`src/rtl/hvsp_pkg.sv`:
```
// Shared types, constants and the frame table of the serial program sequencer.
// Depends on nothing; every other file of the block imports it.
package hvsp_pkg;

    typedef enum logic [3:0] {
        OP_LOAD_ADDR = 4'd0,
        OP_ERASE     = 4'd1,
        OP_WR_FLASH  = 4'd2,
        OP_WR_EEPROM = 4'd3,
        OP_RD_FLASH  = 4'd4,
        OP_RD_EEPROM = 4'd5,
        OP_WR_FUSE   = 4'd6,
        OP_WR_LOCK   = 4'd7,
        OP_RD_FUSE   = 4'd8,
        OP_RD_LOCK   = 4'd9,
        OP_RD_SIG    = 4'd10,
        OP_RD_CAL    = 4'd11
    } opcode_t;

    typedef enum logic [2:0] {
        K_SHIFT   = 3'd0,
        K_CAPTURE = 3'd1,
        K_POLL    = 3'd2,
        K_DELAY   = 3'd3,
        K_FAIL    = 3'd4
    } kind_t;

    typedef enum logic [3:0] {
        CL_WF_PAGE,
        CL_WE_PAGE,
        CL_WF_BYTE,
        CL_WE_BYTE,
        CL_RD_FLASH,
        CL_RD_EEPROM,
        CL_ERASE,
        CL_WR_FUSE,
        CL_RD_FUSE,
        CL_RD_SIG,
        CL_FAIL
    } class_t;

    typedef enum logic [1:0] {
        REG_PROGRAM_MODE = 2'd0,
        REG_POLL_TIMEOUT = 2'd1,
        REG_ERASE_TIME   = 2'd2
    } cfg_reg_t;

    // Control byte codes: XA1,XA0,BS1,nWR,nOE,BS2,PAGEL from bit 6 down to bit 0.
    localparam logic [6:0] CTL_CMD     = 7'h4C;
    localparam logic [6:0] CTL_ALO     = 7'h0C;
    localparam logic [6:0] CTL_AHI     = 7'h1C;
    localparam logic [6:0] CTL_DLO     = 7'h2C;
    localparam logic [6:0] CTL_DHI     = 7'h3C;
    localparam logic [6:0] CTL_PGL_LO  = 7'h6D;
    localparam logic [6:0] CTL_PGL_HI  = 7'h7D;
    localparam logic [6:0] CTL_IDLE    = 7'h6C;
    localparam logic [6:0] CTL_IDLE_HI = 7'h7C;
    localparam logic [6:0] CTL_WR      = 7'h64;
    localparam logic [6:0] CTL_WR_HI   = 7'h74;
    localparam logic [6:0] CTL_RD      = 7'h68;
    localparam logic [6:0] CTL_RD_HI   = 7'h78;

    localparam logic [6:0] SEL_LOW  = 7'h00;
    localparam logic [6:0] SEL_HIGH = 7'h10;
    localparam logic [6:0] SEL_EXT  = 7'h02;
    localparam logic [6:0] SEL_EXT2 = 7'h12;

    localparam logic [7:0] CMD_CHIP_ERASE = 8'h80;
    localparam logic [7:0] CMD_WR_FUSE    = 8'h40;
    localparam logic [7:0] CMD_WR_LOCK    = 8'h20;
    localparam logic [7:0] CMD_WR_FLASH   = 8'h10;
    localparam logic [7:0] CMD_WR_EEPROM  = 8'h11;
    localparam logic [7:0] CMD_RD_SIGCAL  = 8'h08;
    localparam logic [7:0] CMD_RD_FUSELCK = 8'h04;
    localparam logic [7:0] CMD_RD_FLASH   = 8'h02;
    localparam logic [7:0] CMD_RD_EEPROM  = 8'h03;
    localparam logic [7:0] CMD_NOP        = 8'h00;

    localparam int MODE_PAGE_BIT   = 0;
    localparam int MODE_LAST_BIT   = 6;
    localparam int MODE_COMMIT_BIT = 7;

    typedef struct packed {
        logic [3:0]  opcode;
        logic [15:0] address;
        logic [7:0]  data_low;
        logic [7:0]  data_high;
        logic [1:0]  fuse_index;
        logic        first;
        logic        last;
    } req_t;

    typedef struct packed {
        logic [6:0] control_byte;
        logic [7:0] data_byte;
        logic [2:0] frame_kind;
        logic       last_frame;
    } rsp_t;

    typedef struct packed {
        class_t     cls;
        logic [6:0] sel;
        logic [7:0] cmd;
        logic [7:0] lo;
        logic [7:0] hi;
        logic [7:0] alo;
        logic [7:0] ahi;
        logic       skip;
        logic       has_nop;
        logic       use_delay;
        logic [3:0] count;
    } desc_t;

    typedef struct packed {
        logic [6:0] ctl;
        logic [7:0] data;
        kind_t      kind;
    } frame_t;

    function automatic frame_t mk(logic [6:0] ctl, logic [7:0] data, kind_t kind);
        frame_t f;
        f.ctl  = ctl;
        f.data = data;
        f.kind = kind;
        return f;
    endfunction

    // Frame number k of a request, counted as if the command frame were present.
    function automatic frame_t frame_at(desc_t d, logic [3:0] k);
        frame_t f;
        f = mk(7'h00, 8'h00, K_SHIFT);
        unique case (d.cls)
            CL_WF_PAGE, CL_WE_PAGE:
            begin
                unique case (k)
                    4'd0: f = mk(CTL_CMD, d.cmd, K_SHIFT);
                    4'd1: f = mk(CTL_ALO, d.alo, K_SHIFT);
                    4'd2: f = mk(CTL_DLO, d.lo, K_SHIFT);
                    4'd3: f = (d.cls == CL_WF_PAGE) ? mk(CTL_DHI, d.hi, K_SHIFT)
                                                    : mk(CTL_PGL_LO, 8'h00, K_SHIFT);
                    4'd4: f = (d.cls == CL_WF_PAGE) ? mk(CTL_PGL_HI, 8'h00, K_SHIFT)
                                                    : mk(CTL_IDLE, 8'h00, K_SHIFT);
                    4'd5: f = (d.cls == CL_WF_PAGE) ? mk(CTL_IDLE_HI, 8'h00, K_SHIFT)
                                                    : mk(CTL_AHI, d.ahi, K_SHIFT);
                    4'd6: f = (d.cls == CL_WF_PAGE) ? mk(CTL_AHI, d.ahi, K_SHIFT)
                                                    : mk(CTL_WR, 8'h00, K_SHIFT);
                    4'd7: f = (d.cls == CL_WF_PAGE) ? mk(CTL_WR, 8'h00, K_SHIFT)
                                                    : mk(CTL_IDLE, 8'h00, K_SHIFT);
                    4'd8: f = (d.cls == CL_WF_PAGE) ? mk(CTL_IDLE, 8'h00, K_SHIFT)
                                                    : mk(7'h00, 8'h00, K_POLL);
                    default: f = mk(7'h00, 8'h00, K_POLL);
                endcase
            end
            CL_WF_BYTE:
            begin
                unique case (k)
                    4'd0: f = mk(CTL_CMD, d.cmd, K_SHIFT);
                    4'd1: f = mk(CTL_ALO, d.alo, K_SHIFT);
                    4'd2: f = mk(CTL_AHI, d.ahi, K_SHIFT);
                    4'd3: f = mk(CTL_DLO, d.lo, K_SHIFT);
                    4'd4: f = mk(CTL_WR, 8'h00, K_SHIFT);
                    4'd5: f = mk(CTL_IDLE, 8'h00, K_SHIFT);
                    4'd7: f = mk(CTL_DHI, d.hi, K_SHIFT);
                    4'd8: f = mk(CTL_WR_HI, 8'h00, K_SHIFT);
                    4'd9: f = mk(CTL_IDLE_HI, 8'h00, K_SHIFT);
                    default: f = mk(7'h00, 8'h00, K_POLL);
                endcase
            end
            CL_WE_BYTE:
            begin
                unique case (k)
                    4'd0: f = mk(CTL_CMD, d.cmd, K_SHIFT);
                    4'd1: f = mk(CTL_ALO, d.alo, K_SHIFT);
                    4'd2: f = mk(CTL_AHI, d.ahi, K_SHIFT);
                    4'd3: f = mk(CTL_DLO, d.lo, K_SHIFT);
                    4'd4: f = mk(CTL_PGL_LO, 8'h00, K_SHIFT);
                    4'd5: f = mk(CTL_WR, 8'h00, K_SHIFT);
                    4'd6: f = mk(CTL_IDLE, 8'h00, K_SHIFT);
                    default: f = mk(7'h00, 8'h00, K_POLL);
                endcase
            end
            CL_RD_FLASH, CL_RD_EEPROM:
            begin
                unique case (k)
                    4'd0: f = mk(CTL_CMD, d.cmd, K_SHIFT);
                    4'd1: f = mk(CTL_ALO, d.alo, K_SHIFT);
                    4'd2: f = mk(CTL_AHI, d.ahi, K_SHIFT);
                    4'd3: f = mk(CTL_RD, 8'h00, K_SHIFT);
                    4'd4: f = mk(CTL_IDLE, 8'h00, K_CAPTURE);
                    4'd5: f = mk(CTL_RD_HI, 8'h00, K_SHIFT);
                    default: f = mk(CTL_IDLE_HI, 8'h00, K_CAPTURE);
                endcase
            end
            CL_ERASE:
            begin
                unique case (k)
                    4'd0: f = mk(CTL_CMD, d.cmd, K_SHIFT);
                    4'd1: f = mk(CTL_WR, 8'h00, K_SHIFT);
                    4'd2: f = mk(CTL_IDLE, 8'h00, K_SHIFT);
                    default: f = d.use_delay ? mk(7'h00, d.hi, K_DELAY)
                                             : mk(7'h00, 8'h00, K_POLL);
                endcase
            end
            CL_WR_FUSE:
            begin
                unique case (k)
                    4'd0: f = mk(CTL_CMD, d.cmd, K_SHIFT);
                    4'd1: f = mk(CTL_DLO, d.lo, K_SHIFT);
                    4'd2: f = mk(CTL_WR | d.sel, 8'h00, K_SHIFT);
                    4'd3: f = mk(CTL_IDLE | d.sel, 8'h00, K_SHIFT);
                    default: f = mk(7'h00, 8'h00, K_POLL);
                endcase
            end
            CL_RD_FUSE:
            begin
                unique case (k)
                    4'd0: f = mk(CTL_CMD, d.cmd, K_SHIFT);
                    4'd1: f = mk(CTL_RD | d.sel, 8'h00, K_SHIFT);
                    default: f = mk(CTL_IDLE | d.sel, 8'h00, K_CAPTURE);
                endcase
            end
            CL_RD_SIG:
            begin
                unique case (k)
                    4'd0: f = mk(CTL_CMD, d.cmd, K_SHIFT);
                    4'd1: f = mk(CTL_ALO, d.alo, K_SHIFT);
                    4'd2: f = mk(CTL_RD | d.sel, 8'h00, K_SHIFT);
                    default: f = mk(CTL_IDLE | d.sel, 8'h00, K_CAPTURE);
                endcase
            end
            default: f = mk(7'h00, 8'h00, K_FAIL);
        endcase
        return f;
    endfunction

endpackage

```
`src/rtl/hvsp_front.sv`:
```
// Request decoder: holds the configuration registers and the word address,
// and turns each accepted request other than a load address into a frame descriptor. Uses hvsp_pkg.
module hvsp_front
    import hvsp_pkg::*;
(
    input  logic       clk,
    input  logic       rst_n,
    input  logic       push,
    input  req_t       req,
    input  logic       q_full,
    output logic       full,
    output logic       q_push,
    output desc_t      q_desc,
    input  logic       cfg_valid,
    output logic       cfg_ready,
    input  logic [1:0] cfg_index,
    input  logic [7:0] cfg_data
);

    logic [7:0]  program_mode_reg;
    logic [7:0]  poll_timeout_reg;
    logic [7:0]  erase_time_reg;
    logic [15:0] word_address_reg;
    logic [15:0] word_address_next;

    logic        accept;
    logic        page;
    logic        nop_close;
    logic [2:0]  shamt;
    logic [7:0]  mask;
    logic [7:0]  alo_inc;
    logic        commit;
    logic [3:0]  first_adj;
    logic [3:0]  nop_add;
    desc_t       d;

    assign full      = q_full;
    assign cfg_ready = 1'b1;
    assign accept    = push && !q_full;

    assign page      = program_mode_reg[MODE_PAGE_BIT];
    assign nop_close = req.last && (!page || program_mode_reg[MODE_LAST_BIT]);
    assign shamt     = 3'(4'd8 - {1'b0, program_mode_reg[3:1]});
    assign alo_inc   = word_address_reg[7:0] + 8'd1;
    assign first_adj = {3'b000, !req.first};
    assign nop_add   = {3'b000, nop_close};

    always_comb
    begin
        mask = 8'hFF >> shamt;
        if (opcode_t'(req.opcode) == OP_WR_FLASH)
        begin
            mask = mask >> 1;
        end
        commit = ((alo_inc & mask) == 8'h00) && program_mode_reg[MODE_COMMIT_BIT];
    end

    always_comb
    begin
        d           = '0;
        d.cls       = CL_FAIL;
        d.count     = 4'd1;
        d.alo       = word_address_reg[7:0];
        d.ahi       = word_address_reg[15:8];
        d.lo        = req.data_low;
        d.hi        = req.data_high;
        d.sel       = SEL_LOW;
        d.use_delay = (poll_timeout_reg == 8'h00);
        q_push      = accept;
        word_address_next = word_address_reg;
        unique case (opcode_t'(req.opcode))
            OP_LOAD_ADDR:
            begin
                q_push = 1'b0;
                if (accept)
                begin
                    word_address_next = req.address;
                end
            end
            OP_ERASE:
            begin
                d.cls     = CL_ERASE;
                d.cmd     = CMD_CHIP_ERASE;
                d.hi      = erase_time_reg;
                d.has_nop = 1'b1;
                d.count   = 4'd5;
            end
            OP_WR_FLASH, OP_WR_EEPROM:
            begin
                d.skip    = !req.first;
                d.has_nop = nop_close;
                if (opcode_t'(req.opcode) == OP_WR_FLASH)
                begin
                    d.cmd = CMD_WR_FLASH;
                    if (page)
                    begin
                        d.cls   = CL_WF_PAGE;
                        d.count = 4'd6 + (commit ? 4'd4 : 4'd0) + nop_add - first_adj;
                    end
                    else
                    begin
                        d.cls   = CL_WF_BYTE;
                        d.count = 4'd11 + nop_add - first_adj;
                    end
                end
                else
                begin
                    d.cmd = CMD_WR_EEPROM;
                    d.hi  = 8'h00;
                    if (page)
                    begin
                        d.cls   = CL_WE_PAGE;
                        d.count = 4'd5 + (commit ? 4'd4 : 4'd0) + nop_add - first_adj;
                    end
                    else
                    begin
                        d.cls   = CL_WE_BYTE;
                        d.count = 4'd8 + nop_add - first_adj;
                    end
                end
                if (accept)
                begin
                    word_address_next = word_address_reg + 16'd1;
                end
            end
            OP_RD_FLASH:
            begin
                d.cls   = CL_RD_FLASH;
                d.cmd   = CMD_RD_FLASH;
                d.skip  = !req.first;
                d.count = 4'd7 - first_adj;
                if (accept)
                begin
                    word_address_next = word_address_reg + 16'd1;
                end
            end
            OP_RD_EEPROM:
            begin
                d.cls   = CL_RD_EEPROM;
                d.cmd   = CMD_RD_EEPROM;
                d.skip  = !req.first;
                d.count = 4'd5 - first_adj;
                if (accept)
                begin
                    word_address_next = word_address_reg + 16'd1;
                end
            end
            OP_WR_FUSE, OP_WR_LOCK:
            begin
                d.cls     = CL_WR_FUSE;
                d.has_nop = 1'b1;
                d.count   = 4'd6;
                if (opcode_t'(req.opcode) == OP_WR_FUSE)
                begin
                    d.cmd = CMD_WR_FUSE;
                    unique case (req.fuse_index)
                        2'd0:    d.sel = SEL_LOW;
                        2'd1:    d.sel = SEL_HIGH;
                        default: d.sel = SEL_EXT;
                    endcase
                end
                else
                begin
                    d.cmd = CMD_WR_LOCK;
                end
            end
            OP_RD_FUSE, OP_RD_LOCK:
            begin
                d.cls   = CL_RD_FUSE;
                d.cmd   = CMD_RD_FUSELCK;
                d.count = 4'd3;
                if (opcode_t'(req.opcode) == OP_RD_LOCK)
                begin
                    d.sel = SEL_HIGH;
                end
                else
                begin
                    unique case (req.fuse_index)
                        2'd0: d.sel = SEL_LOW;
                        2'd1: d.sel = SEL_EXT2;
                        2'd2: d.sel = SEL_EXT;
                        default:
                        begin
                            d.cls   = CL_FAIL;
                            d.count = 4'd1;
                        end
                    endcase
                end
            end
            OP_RD_SIG, OP_RD_CAL:
            begin
                d.cls   = CL_RD_SIG;
                d.cmd   = CMD_RD_SIGCAL;
                d.count = 4'd4;
                if (opcode_t'(req.opcode) == OP_RD_SIG)
                begin
                    d.alo = req.address[7:0];
                end
                else
                begin
                    d.alo = 8'h00;
                    d.sel = SEL_HIGH;
                end
            end
            default:
            begin
                d.cls   = CL_FAIL;
                d.count = 4'd1;
            end
        endcase
    end

    assign q_desc = d;

    always_ff @(posedge clk or negedge rst_n)
    begin
        if (!rst_n)
        begin
            program_mode_reg <= 8'h00;
            poll_timeout_reg <= 8'h00;
            erase_time_reg   <= 8'd10;
            word_address_reg <= 16'h0000;
        end
        else
        begin
            word_address_reg <= word_address_next;
            if (cfg_valid && cfg_ready)
            begin
                unique case (cfg_index)
                    REG_PROGRAM_MODE: program_mode_reg <= cfg_data;
                    REG_POLL_TIMEOUT: poll_timeout_reg <= cfg_data;
                    REG_ERASE_TIME:   erase_time_reg   <= cfg_data;
                    default:          ;
                endcase
            end
        end
    end

endmodule

```
`src/rtl/hvsp_queue.sv`:
```
// Two-entry descriptor queue between the request decoder and the frame emitter.
// Uses hvsp_pkg for the descriptor type.
module hvsp_queue
    import hvsp_pkg::*;
(
    input  logic  clk,
    input  logic  rst_n,
    input  logic  wr_en,
    input  desc_t wr_desc,
    output logic  full,
    output logic  valid,
    output desc_t rd_desc,
    input  logic  rd_en
);

    desc_t      mem_reg [2];
    logic       wr_ptr_reg;
    logic       rd_ptr_reg;
    logic [1:0] cnt_reg;
    logic [1:0] cnt_next;
    logic       do_wr;
    logic       do_rd;

    assign full    = (cnt_reg == 2'd2);
    assign valid   = (cnt_reg != 2'd0);
    assign rd_desc = mem_reg[rd_ptr_reg];
    assign do_wr   = wr_en && !full;
    assign do_rd   = rd_en && valid;

    always_comb
    begin
        cnt_next = cnt_reg;
        if (do_wr && !do_rd)
        begin
            cnt_next = cnt_reg + 2'd1;
        end
        else if (do_rd && !do_wr)
        begin
            cnt_next = cnt_reg - 2'd1;
        end
    end

    always_ff @(posedge clk)
    begin
        if (do_wr)
        begin
            mem_reg[wr_ptr_reg] <= wr_desc;
        end
    end

    always_ff @(posedge clk or negedge rst_n)
    begin
        if (!rst_n)
        begin
            wr_ptr_reg <= 1'b0;
            rd_ptr_reg <= 1'b0;
            cnt_reg    <= 2'd0;
        end
        else
        begin
            cnt_reg <= cnt_next;
            if (do_wr)
            begin
                wr_ptr_reg <= !wr_ptr_reg;
            end
            if (do_rd)
            begin
                rd_ptr_reg <= !rd_ptr_reg;
            end
        end
    end

endmodule

```
`src/rtl/hvsp_back.sv`:
```
// Frame emitter: steps through a descriptor one frame a cycle, while the result queue has room, into a two-entry
// result queue. Uses hvsp_pkg for the descriptor, frame table and result type.
module hvsp_back
    import hvsp_pkg::*;
(
    input  logic  clk,
    input  logic  rst_n,
    input  logic  q_valid,
    input  desc_t q_desc,
    output logic  q_pop,
    output logic  empty,
    output rsp_t  rsp,
    input  logic  pop
);

    logic [3:0] step_reg;
    logic [3:0] step_next;
    rsp_t       out_reg [2];
    logic       wr_ptr_reg;
    logic       rd_ptr_reg;
    logic [1:0] ocnt_reg;
    logic [1:0] ocnt_next;

    logic       gen_fire;
    logic       last_step;
    logic       do_pop;
    logic [3:0] k;
    frame_t     f;
    rsp_t       r;

    assign gen_fire  = q_valid && (ocnt_reg != 2'd2);
    assign last_step = (step_reg == q_desc.count - 4'd1);
    assign q_pop     = gen_fire && last_step;
    assign do_pop    = pop && (ocnt_reg != 2'd0);
    assign k         = step_reg + {3'b000, q_desc.skip};
    assign empty     = (ocnt_reg == 2'd0);
    assign rsp       = out_reg[rd_ptr_reg];

    always_comb
    begin
        if (q_desc.has_nop && last_step)
        begin
            f = mk(CTL_CMD, CMD_NOP, K_SHIFT);
        end
        else
        begin
            f = frame_at(q_desc, k);
        end
        r.control_byte = f.ctl;
        r.data_byte    = f.data;
        r.frame_kind   = f.kind;
        r.last_frame   = last_step;
    end

    always_comb
    begin
        step_next = step_reg;
        if (gen_fire)
        begin
            step_next = last_step ? 4'd0 : step_reg + 4'd1;
        end
        ocnt_next = ocnt_reg;
        if (gen_fire && !do_pop)
        begin
            ocnt_next = ocnt_reg + 2'd1;
        end
        else if (do_pop && !gen_fire)
        begin
            ocnt_next = ocnt_reg - 2'd1;
        end
    end

    always_ff @(posedge clk)
    begin
        if (gen_fire)
        begin
            out_reg[wr_ptr_reg] <= r;
        end
    end

    always_ff @(posedge clk or negedge rst_n)
    begin
        if (!rst_n)
        begin
            step_reg   <= 4'd0;
            wr_ptr_reg <= 1'b0;
            rd_ptr_reg <= 1'b0;
            ocnt_reg   <= 2'd0;
        end
        else
        begin
            step_reg <= step_next;
            ocnt_reg <= ocnt_next;
            if (gen_fire)
            begin
                wr_ptr_reg <= !wr_ptr_reg;
            end
            if (do_pop)
            begin
                rd_ptr_reg <= !rd_ptr_reg;
            end
        end
    end

    a_step_in_range: assert property (@(posedge clk) disable iff (!rst_n)
        q_valid |-> (step_reg < q_desc.count))
        else $error("Frame step has run past the descriptor's frame count.");

    a_ocnt_bound: assert property (@(posedge clk) disable iff (!rst_n)
        ocnt_reg <= 2'd2)
        else $error("Result queue count exceeds its depth.");

    a_step_restart: assert property (@(posedge clk) disable iff (!rst_n)
        q_pop |=> (step_reg == 4'd0))
        else $error("Frame step did not restart after the last frame of a request.");

    a_last_marks: assert property (@(posedge clk) disable iff (!rst_n)
        (gen_fire && last_step) |-> r.last_frame)
        else $error("Final frame of a request is not marked as last.");

endmodule

```
`src/rtl/hv_serial_program_sequencer_core.sv`:
```
// Top level of the serial program sequencer: decoder, descriptor queue and
// frame emitter. Uses hvsp_pkg, hvsp_front, hvsp_queue and hvsp_back.
//
//   channel   handshake             payload
//   request   push / full           req (req_t)
//   frames    pop / empty           rsp (rsp_t)
//   config    cfg_valid / cfg_ready cfg_index, cfg_data
//
// A request is decoded into the descriptor queue; the emitter then sends one frame
// per cycle while the result queue has room, and so sets the rate. A load address
// request emits no frames and only updates the word address. Reset empties the
// queues, zeroes the word address and presets the registers; no clearing pass. A
// full result queue stalls the emitter, and a full descriptor queue raises full.
module hv_serial_program_sequencer_core
    import hvsp_pkg::*;
(
    input  logic       clk,
    input  logic       rst_n,
    input  logic       push,
    output logic       full,
    input  req_t       req,
    output logic       empty,
    input  logic       pop,
    output rsp_t       rsp,
    input  logic       cfg_valid,
    output logic       cfg_ready,
    input  logic [1:0] cfg_index,
    input  logic [7:0] cfg_data
);

    logic  q_full;
    logic  q_push;
    desc_t q_wr_desc;
    logic  q_valid;
    desc_t q_rd_desc;
    logic  q_pop;

    hvsp_front u_front (
        .clk       (clk),
        .rst_n     (rst_n),
        .push      (push),
        .req       (req),
        .q_full    (q_full),
        .full      (full),
        .q_push    (q_push),
        .q_desc    (q_wr_desc),
        .cfg_valid (cfg_valid),
        .cfg_ready (cfg_ready),
        .cfg_index (cfg_index),
        .cfg_data  (cfg_data)
    );

    hvsp_queue u_queue (
        .clk     (clk),
        .rst_n   (rst_n),
        .wr_en   (q_push),
        .wr_desc (q_wr_desc),
        .full    (q_full),
        .valid   (q_valid),
        .rd_desc (q_rd_desc),
        .rd_en   (q_pop)
    );

    hvsp_back u_back (
        .clk     (clk),
        .rst_n   (rst_n),
        .q_valid (q_valid),
        .q_desc  (q_rd_desc),
        .q_pop   (q_pop),
        .empty   (empty),
        .rsp     (rsp),
        .pop     (pop)
    );

endmodule

```
`config.mk`:
```
export PLATFORM = sky130hd
export DESIGN_NAME = hv_serial_program_sequencer_core
export DESIGN_NICKNAME = d
export VERILOG_FILES = /design/src/rtl/hvsp_pkg.sv /design/src/rtl/hvsp_front.sv /design/src/rtl/hvsp_queue.sv /design/src/rtl/hvsp_back.sv /design/src/rtl/hv_serial_program_sequencer_core.sv
export SDC_FILE = /design/constraint.sdc
export NUM_CORES = 1
export LEC_CHECK = 0
export ABC_AREA = 1
export ABC_CLOCK_PERIOD_IN_PS = 8200
export BUFFER_PORTS_ARGS = -buffer_cell sky130_fd_sc_hd__buf_2
export CORE_ASPECT_RATIO = 1.5
export CORE_MARGIN = 10
export CORE_UTILIZATION = 30
export CTS_CLUSTER_SIZE = 8
export DETAILED_ROUTE_END_ITERATION = 12
export PLACE_DENSITY = 0.5
export SLEW_MARGIN = 20
export SYNTH_ARGS = -nofsm -noshare
export SYNTH_HDL_FRONTEND = slang
export SYNTH_SLANG_ARGS = --single-unit
```
`constraint.sdc`:
```
create_clock -name clk -period 8.2 [get_ports clk]
set_clock_uncertainty 0.1 [all_clocks]
set_input_delay 1.23 -clock clk [delete_from_list [all_inputs] [get_ports clk]]
set_output_delay 1.23 -clock clk [all_outputs]
set_load 0.02 [all_outputs]
```
==> impl_metrics.tcl, run 1 <==
set metrics [dict create \
    status "finished, final reports clean" \
    required_ns 8.37 \
    placed_cells 1819 \
    rsz0062_at_grt "false" \
    fp.dieW_um 176 \
    overflow 0 \
    sw_frac_of_total_pct 45.6 \
    place_ws_ns 4.26 \
    layout_setup_ws_ns 4.22 \
    synth.cell_area_um2 10900 \
    setup_tns_ns 0 \
    numCtsBuffers 17 \
    p_seq_share_pct 34.7 \
    p_leak_nw 5.53 \
    diodes 0 \
    clkPwrFrac_pct 17.8 \
    end_kind "flip-flop" \
    async_flop_share_pct 25.8 \
    cp_max_fo 72 \
    yosys_warnings 0 \
    gp_congestion 0.893 \
    setup_viol 0 \
    rr_worst_depth 14 \
    grt_first_pass_wirelength_mm 48.3 \
    grt_pass1_vias 8920 \
    drive_above_1_share_pct 13.8 \
    postCtsResizedCells 0 \
    wl_mm 29.9 \
    min_period_ns 3.98 \
    clock_latency_ns 0.45 \
    cts_buffer_depth 2 \
    final_nets 1432 \
    whs_path_depth 0 \
    yosysSeqAreaShare_pct 51.1 \
    largest_reg_flops 106 \
    cts_root_buf "clkbuf_16" \
    p_switching_mw 2.17 \
    place_hpwl_mm 22.3 \
    die_h_um 254 \
    fin_util_pct 34.2 \
    hold_buffers 0 \
    syn-num-nets 1376 \
    worstPathArrival_ns 4.15 \
    synth_ff_type "edfxtp_1" \
    max_freq_mhz 251 \
    cts.sinks 194 \
    yosys.area.top_type "edfxtp_1" \
    synth_edf_count 144 \
    tritoncts "done" \
    dieArea_um2 44600 \
    synth_cell_types 54 \
    rr_startpoint "u_queue.rd_ptr_reg" \
    grtUsageTotal_pct 13.7 \
    final_antenna_net_count 0 \
    port_buffers 75 \
    antenna_found_initial 0 \
    timing.final.crit_share_pct 48.5 \
    ctsHtreeMaxLevel 4 \
    netlist_top_cells_area "edfxtp_1, nand2_1, dfrtp_1" \
    placementRows 85 \
    viasPerCell 4.72 \
    combPwrFrac_pct 47.4 \
    critPathKind "flip-flop to flip-flop" \
    drt_iter0_drc 530 \
    instances_no_fill 1851 \
    clk_pin_slew_ns 0.07 \
    slew_violations 0 \
    ys_seq_elements 194 \
    max_slew.worst_pin.slew_ns 1.06 \
    fill_cells 3848 \
    hold_path.class "flip-flop to flip-flop" \
    vdd_ir_drop_max_v 0.000166 \
    yosysTopAreaCellShare_pct 39.6 \
    grt_start_max_net_pins 73 \
    r2r_end "u_back.out_reg[0][7]" \
    postCtsSetupBuffers 0 \
    holdWs_ns 0.373 \
    internal_power_mw 2.59 \
    relSlewSlack_pct 29.1 \
    vias 8740 \
    hold_end "u_queue.mem_reg[1][14]" \
    cap_violations 0 \
    avgSynthCellArea_um2 8.37 \
    powerDensity_nw_per_um2 387 \
    startpoint_type "flip-flop" \
    drc_errors 0 \
    drtPass1Iterations 5 \
    start_util_pct 30.4 \
    core_um2 35900 \
    area_delta_synth_final_pct 12.6 \
    r2r_setup_slack_ns 4.22 \
    io_pins 77 \
    routedWlPerCell_um 16.2 \
    hold_violations 0 \
    syn_inst 1304 \
    min-delay-start "u_front.word_address_reg[15]" \
]
per-stage QoR:
stage,total power [mW],instance area [um^2]
6_report,4.76,12300
4_1_cts,4.81,12300
3_5_place_dp,3.95,11700
5_1_grt,5.15,12300
2_1_floorplan,3.33,10900
3_3_place_gp,3.93,11700
worst max path at each step:
stage / cells past startpoint / start / end
detailed placement: 14 / u_queue.rd_ptr_reg / u_back.out_reg[0][7]
floorplan: 7 / req[36] / u_queue.mem_reg[1][0]
global route: 14 / u_queue.rd_ptr_reg / u_back.out_reg[0][5]
global placement: 14 / u_queue.rd_ptr_reg / u_back.out_reg[0][8]
CTS: 14 / u_queue.rd_ptr_reg / u_back.out_reg[0][7]
finish: 14 / u_queue.rd_ptr_reg / u_back.out_reg[0][7]
worst max-delay path, stage by stage (launching register included):
cell	delay, ns
dfrtp_2	0.43
buf_4	0.32
nand2_1	0.14
nand2_1	0.06
ha_1	0.20
ha_1	0.26
xnor2_4	0.77
nand3_2	0.71
nor2_2	0.29
nor2_2	0.07
nand2_1	0.06
nand2_1	0.05
nand3_1	0.11
nor2_1	0.07
nor2_1	0.16
synth_stat cells (6+ instances only):
| cell | instances |
|---|---|
| nand3_1 | 94 |
| nor2_1 | 123 |
| buf_6 | 8 |
| inv_2 | 8 |
| buf_2 | 16 |
| a21oi_1 | 20 |
| clkbuf_1 | 14 |
| nand2_1 | 415 |
| xor2_1 | 18 |
| edfxtp_1 | 144 |
| dfrtp_1 | 48 |
| o211ai_1 | 10 |
| ha_1 | 17 |
| nor2_2 | 22 |
| o21ai_0 | 99 |
| inv_1 | 125 |
| o22ai_1 | 14 |
| nand2_4 | 6 |
| nand4_1 | 27 |
| buf_4 | 6 |
| nand2_2 | 12 |
layout by cell type (no fill, tap or decap), types with 6 or more instances in the layout:
master,count
ha_1,17
clkbuf_16,17
o21ai_0,99
nand2_1,415
nor2_2,24
dfrtp_1,47
nand2_4,6
o22ai_1,14
o211ai_1,10
nor2_4,6
buf_2,75
nand3_1,94
inv_1,125
nor2_1,119
xor2_1,18
a21oi_1,20
inv_2,8
buf_4,8
edfxtp_1,144
nand4_1,27
nand2_2,12
power by group through the flow:
stage	sequential, mW	combinational, mW	clock, mW
2_1_floorplan	1.62	1.71	0
3_3_place_gp	1.67	2.26	0
3_5_place_dp	1.68	2.27	0
4_1_cts	1.66	2.28	0.877
5_1_grt	1.69	2.55	0.914
6_report	1.65	2.25	0.848
final cells by class:
cell class / instances / area, um^2 / area share (%)
timing repair buffer: 83 / 435 / 3.54
inverter: 137 / 520 / 4.24
tap: 478 / 598 / 4.87
clock buffer: 19 / 453 / 3.69
clock inverter: 13 / 151 / 1.23
multi-input combinational: 927 / 4550 / 37.0
sequential: 194 / 5580 / 45.4
cell families (layout without fill, tap and decap cells):
logic type | Yosys count | after routing | share of synthesized area, %
and+or+nand+nor | 725 | 725 | 29.4
buffers and inverters | 183 | 252 | 7.39
other | 1 | 1 | 0.0344
xor gates and xnor gates | 23 | 23 | 2.02
adders and majority gates | 17 | 17 | 1.95
DFF | 194 | 194 | 51.1
AOI/OAI and AO/OA | 161 | 161 | 8.13
per-layer routing:
layer | up-vias | share of wire (%) | global-route usage [%]
met4 | 0 | 4.0 | 7.09
li1 | 4401 | - | -
met5 | - | 0 | 0
met1 | 4071 | 41 | 15.0
met3 | 60 | 3.9 | 2.57
met2 | 208 | 51 | 24.7
Power figures use the tool's default switching activity.
==> run 2: changes to the inputs <==
ABC_AREA = 0   (was 1)
ABC_CLOCK_PERIOD_IN_PS = 3900   (was 8200)
clock period = 3.9 ns   (was 8.2 ns; I/O delays follow)
==> run 2 against run 1 <==
Combinational power up 87%. Routed wire length up 3.5%. Fmax up 15%.
==> impl_metrics.tcl, run 2 <==
set metrics [dict create \
    fill_cells 3629 \
    min_period_ns 3.47 \
    powerDensity_nw_per_um2 764 \
    yosys.area.top_type "edfxtp_1" \
    synth_cell_types 85 \
    rr_worst_depth 10 \
    critPathKind "flip-flop to flip-flop" \
    fin_util_pct 34.7 \
    cts_root_buf "clkbuf_16" \
    internal_power_mw 5.56 \
    die_h_um 253 \
    yosysTopAreaCellShare_pct 40.0 \
    clock_latency_ns 0.46 \
    vdd_ir_drop_max_v 0.000336 \
    grt_pass1_vias 8113 \
    placementRows 85 \
    largest_reg_flops 106 \
    place_hpwl_mm 23.7 \
    final_antenna_net_count 0 \
    yosys_warnings 0 \
    clkPwrFrac_pct 18.5 \
    netlist_top_cells_area "edfxtp_1, dfrtp_1, mux2_2" \
    grtUsageTotal_pct 13.9 \
    p_switching_mw 3.90 \
    timing.final.crit_share_pct 89.0 \
    cp_max_fo 9 \
    async_flop_share_pct 25.8 \
    io_pins 77 \
    relSlewSlack_pct 30.9 \
    routedWlPerCell_um 20.4 \
    slew_violations 0 \
    start_util_pct 30.3 \
    worstPathArrival_ns 3.58 \
    ctsHtreeMaxLevel 4 \
    rsz0062_at_grt "false" \
    synth_ff_type "edfxtp_1" \
    synth_edf_count 144 \
    p_leak_nw 4.55 \
    sw_frac_of_total_pct 41.2 \
    drc_errors 0 \
    grt_first_pass_wirelength_mm 47.9 \
    viasPerCell 5.27 \
    cts_buffer_depth 2 \
    setup_viol 0 \
    synth.cell_area_um2 10800 \
    fin_area_um2 12400 \
    final_common_cell "edfxtp_1" \
    end_kind "flip-flop" \
    max_freq_mhz 288 \
    required_ns 4.00 \
    vias 8001 \
    startpoint_type "flip-flop" \
    yosys-top-cells-count "edfxtp_1, nand2_1, o21ai_0" \
    hold_buffers 0 \
    drt_iter0_drc 490 \
    avgSynthCellArea_um2 11.3 \
    setup_tns_ns 0 \
    drtPass1Iterations 5 \
    port_buffers 75 \
    yosysSeqAreaShare_pct 51.6 \
    final_nets 1098 \
    final_cell_mix "edfxtp_1, nand2_1, buf_2, o21ai_0, mux2_2" \
    clk_pin_slew_ns 0.08 \
    fp.dieW_um 175 \
    cap_violations 0 \
    p_seq_share_pct 37.1 \
    wl_mm 30.9 \
    area_delta_synth_final_pct 14.6 \
    max_slew.worst_pin.slew_ns 1.03 \
    tritoncts "done" \
    cts.sinks 194 \
    yosysMostFrequentCell "edfxtp_1" \
    hold_violations 0 \
    core_um2 35700 \
    status "finished, final reports clean" \
    syn_inst 955 \
    numCtsBuffers 17 \
    hold_path.class "input port to async pin" \
    postCtsSetupBuffers 0 \
    combPwrFrac_pct 44.4 \
    drive_above_1_share_pct 23.7 \
    syn-num-nets 1027 \
    postCtsResizedCells 0 \
    ys_seq_elements 194 \
    grt_start_max_net_pins 54 \
    place_area_um2 11800 \
    gp_congestion 0.934 \
    overflow 0 \
    antenna_found_initial 3 \
    dieArea_um2 44200 \
]
-- run 2: changes by cell type in the layout (fill, tap and decap cells not counted), sizes merged, moves of 27 or more --
cell | previous run | this run
nor2 | 151 | 58
mux2i | 0 | 29
a21oi | 20 | 55
inv | 139 | 33
nor3 | 6 | 33
mux2 | 0 | 68
nand3 | 100 | 26
nand2 | 433 | 77
-- run 2: per-layer routing --
metal  global-route usage, %  up-vias  wire (um)
met5                       0        -          7
li1                        -     3794          -
met4                    6.12        2       1020
met1                    14.9     3887      12100
met2                    25.5      249      16500
met3                    2.99       69       1340
-- run 2: through the flow --
stage	total power [mW]	setup slack (ns)	instances	hold slack, ns
6_report	9.46	0.428	1519	0.0112
2_1_floorplan	6.40	0.00125	955	0.189
3_5_place_dp	7.75	0.457	1485	0.385
4_1_cts	9.53	0.446	1517	0.0168
3_3_place_gp	7.76	0.451	1485	0.379
5_1_grt	10.1	0.240	1518	0.0367
-- run 2: layout make-up --
| cell class | count | area [um^2] | share of cell area, % |
|---|---|---|---|
| clock buffers | 17 | 425 | 3.43 |
| well taps | 478 | 598 | 4.83 |
| diodes | 2 | 5.00 | 0.0404 |
| clock inverters | 15 | 168 | 1.35 |
| multi-input cells | 678 | 4860 | 39.2 |
| inverters | 26 | 97.6 | 0.788 |
| flip-flops and latches | 194 | 5580 | 45.0 |
| repair buffers | 109 | 656 | 5.29 |
-- run 2: cells by family after synthesis --
group | synth area share (%)
AO/OA/AOI/OAI | 17.0
AND/OR/NAND/NOR | 12.3
flip-flops | 51.6
multiplexers | 11.3
buffers and inverters | 3.61
XOR/XNOR | 2.26
adder cells (fa/ha/maj) | 1.97
other | 0.0347
-- run 2: worst paths after layout --
| path | start | endpoint | slack [ns] |
|---|---|---|---|
| setup / recovery | u_queue.rd_ptr_reg | u_back.out_reg[0][10] | 0.43 |
| min in group clk | req[14] | u_queue.mem_reg[0][33] | 0.21 |
| setup reg to reg | u_queue.rd_ptr_reg | u_back.out_reg[0][10] | 0.43 |
| hold / removal | rst_n | u_front.word_address_reg[2] | 0.01 |
| max in group asynchronous | rst_n | u_front.erase_time_reg[1] | 2.83 |
| hold reg to reg | u_front.poll_timeout_reg[6] | u_front.poll_timeout_reg[6] | 0.40 |
-- run 2: power groups by stage --
stage | clock (mW) | combinational (mW) | sequential (mW)
floorplan | 0 | 3.05 | 3.35
global placement | 0 | 4.23 | 3.54
detailed placement | 0 | 4.20 | 3.56
CTS | 1.80 | 4.22 | 3.52
global route | 1.89 | 4.58 | 3.60
finish | 1.75 | 4.20 | 3.51
-- run 2: worst max-delay path: stages, from the launching register on --
cell and delay [ns]:
dfrtp_2 0.36, mux2_2 0.33, ha_1 0.26, ha_1 0.25, nor3_1 0.30, a41oi_2 0.17
a21oi_1 0.46, nor3_2 0.20, a32oi_1 0.27, o211ai_1 0.14, a221o_1 0.38
==> run 3: changes to the inputs <==
==> constraint.sdc (replaced) <==
create_clock -name clk -period 3.9 [get_ports clk]
set_clock_uncertainty 0.1 [all_clocks]
set_input_delay 0.78 -clock clk [delete_from_list [all_inputs] [get_ports clk]]
set_output_delay 0.78 -clock clk [all_outputs]
set_load 0.02 [all_outputs]
==> run 3 against run 2 <==
Fmax fell by 1.3%. Clock power increased by 3%. Worst setup slack got worse by 0.045 ns. Power increased by 1.2%. First-iteration DRC count is 6.5% lower. Largest power group unchanged. Sequential power is essentially flat. Combinational power increased by 1%.
==> impl_metrics.tcl, run 3 (synthesis results as in run 2) <==
set metrics [dict create \
    powerDensity_nw_per_um2 769 \
    cap_violations 0 \
    rsz0062_at_grt "false" \
    slowest_delay_ns 0.56 \
    ctsHtreeMaxLevel 4 \
    p_leak_nw 4.60 \
    instances_no_fill 1520 \
    core_um2 35700 \
    crit_buf_inv 0 \
    final_cell_mix "edfxtp_1, nand2_1, buf_2, o21ai_0, mux2_2" \
    numCtsBuffers 17 \
    timing.final.crit_share_pct 90.2 \
    cts_root_buf "clkbuf_16" \
    max_freq_mhz 284 \
    die_h_um 253 \
    antenna_found_initial 1 \
    worstPathArrival_ns 3.72 \
    rr_startpoint "u_queue.rd_ptr_reg" \
    startpoint_type "flip-flop" \
    grt_start_max_net_pins 54 \
    diodes 0 \
    setup_viol 0 \
    vdd_ir_drop_max_v 0.000328 \
    hold_buffers 0 \
    cts.sinks 194 \
    drtPass1Iterations 5 \
    postCtsResizedCells 0 \
    critPathSlowestCell "nor3_2" \
    grtUsageTotal_pct 14.2 \
    fin_util_pct 34.8 \
    final_antenna_net_count 0 \
    cp_max_fo 33 \
    io_pins 77 \
    worstPathCellList "mux2_2 > ha_1 > ha_1 > nor3_1 > a41o_4 > nand2_1 > nor3_2 > a22oi_1 > o211ai_1 > a221o_1" \
    tritoncts "done" \
    hold_path.class "input port to async pin" \
    area_delta_synth_final_pct 15.2 \
    vias 8076 \
    clk_pin_slew_ns 0.07 \
    overflow 0 \
    cpMostUsedCell "ha_1" \
    postCtsSetupBuffers 0 \
    place_area_um2 11800 \
    place_hpwl_mm 23.7 \
    drive_above_1_share_pct 23.9 \
    start_util_pct 30.3 \
    max_slew.worst_pin.slew_ns 0.991 \
    cts_buffer_depth 2 \
    hold_violations 0 \
    required_ns 4.11 \
    end_kind "flip-flop" \
    startpoint "u_queue.rd_ptr_reg" \
    drc_errors 0 \
    gp_congestion 0.923 \
    final_nets 1101 \
    setup_tns_ns 0 \
    wl_mm 31.7 \
    fp.dieW_um 175 \
    fill_cells 3623 \
    routedWlPerCell_um 20.8 \
    place_ws_ns 0.430 \
    grt_first_pass_wirelength_mm 48.6 \
    drt_iter0_drc 458 \
    slew_violations 0 \
    min_period_ns 3.52 \
    port_buffers 75 \
    critical_path.top_delay_family "simple AND/OR/NAND/NOR gates" \
    fin_area_um2 12500 \
    viasPerCell 5.31 \
    grt_pass1_vias 8315 \
    final_common_cell "edfxtp_1" \
    relSlewSlack_pct 33.7 \
    placed_cells 1488 \
    dieArea_um2 44200 \
    placementRows 85 \
    critPathKind "flip-flop to flip-flop" \
    status "finished, final reports clean" \
    largest_reg_flops 106 \
    layout_setup_ws_ns 0.383 \
    clock_latency_ns 0.46 \
]
==> run 3: per-layer routing <==
layer  GRT usage, %  up-vias  routed length, um
li1               -     3812                  -
met1           15.5     3920              12300
met2           26.2      269              16800
met3           2.90       73               1540
met4           5.88        2               1050
met5              0        -                  7
==> run 3: final cells by class <==
type	count	area [um^2]	share of cell area, %
repair buffers	112	691	5.55
inverters	26	97.6	0.784
flip-flops and latches	194	5580	44.8
well taps	478	598	4.80
clock inverters	14	178	1.43
clock buffers	18	450	3.62
multi-input cells	678	4860	39.0
==> run 3: report_power, final <==
part	internal [mW]	leakage (nW)	switching [mW]
Sequential	3.07	1.94	0.442
Clock	0.912	0.305	0.899
Combinational	1.60	2.35	2.65
Total	5.58	4.60	3.99
==> run 3: worst paths after layout <==
kind / end / slack [ns] / cells after the start
min reg2reg: u_front.poll_timeout_reg[6] / 0.40 / 1
max reg2reg: u_back.out_reg[0][6] / 0.38 / 10
min: u_queue.wr_ptr_reg / 0.35 / 1
min in group clk: u_front.poll_timeout_reg[6] / 0.40 / 1
max: u_back.out_reg[0][6] / 0.38 / 10
max in group asynchronous: u_front.erase_time_reg[1] / 2.52 / 2
==> run 3: per-stage QoR <==
stage | hold WS [ns] | total power, mW
2_1_floorplan | 0.364 | 6.40
3_3_place_gp | 0.376 | 7.81
3_5_place_dp | 0.384 | 7.82
4_1_cts | 0.375 | 9.67
5_1_grt | 0.386 | 10.2
6_report | 0.350 | 9.57
==> run 3: worst register-to-register path, delay by kind of cell, from the launching register on <==
kind	cells	cell delay [ns]
and+or+nand+nor	3	1.07
AOI/OAI and AO/OA	4	0.99
adders and majority gates	2	0.51
DFF	1	0.36
muxes	1	0.34
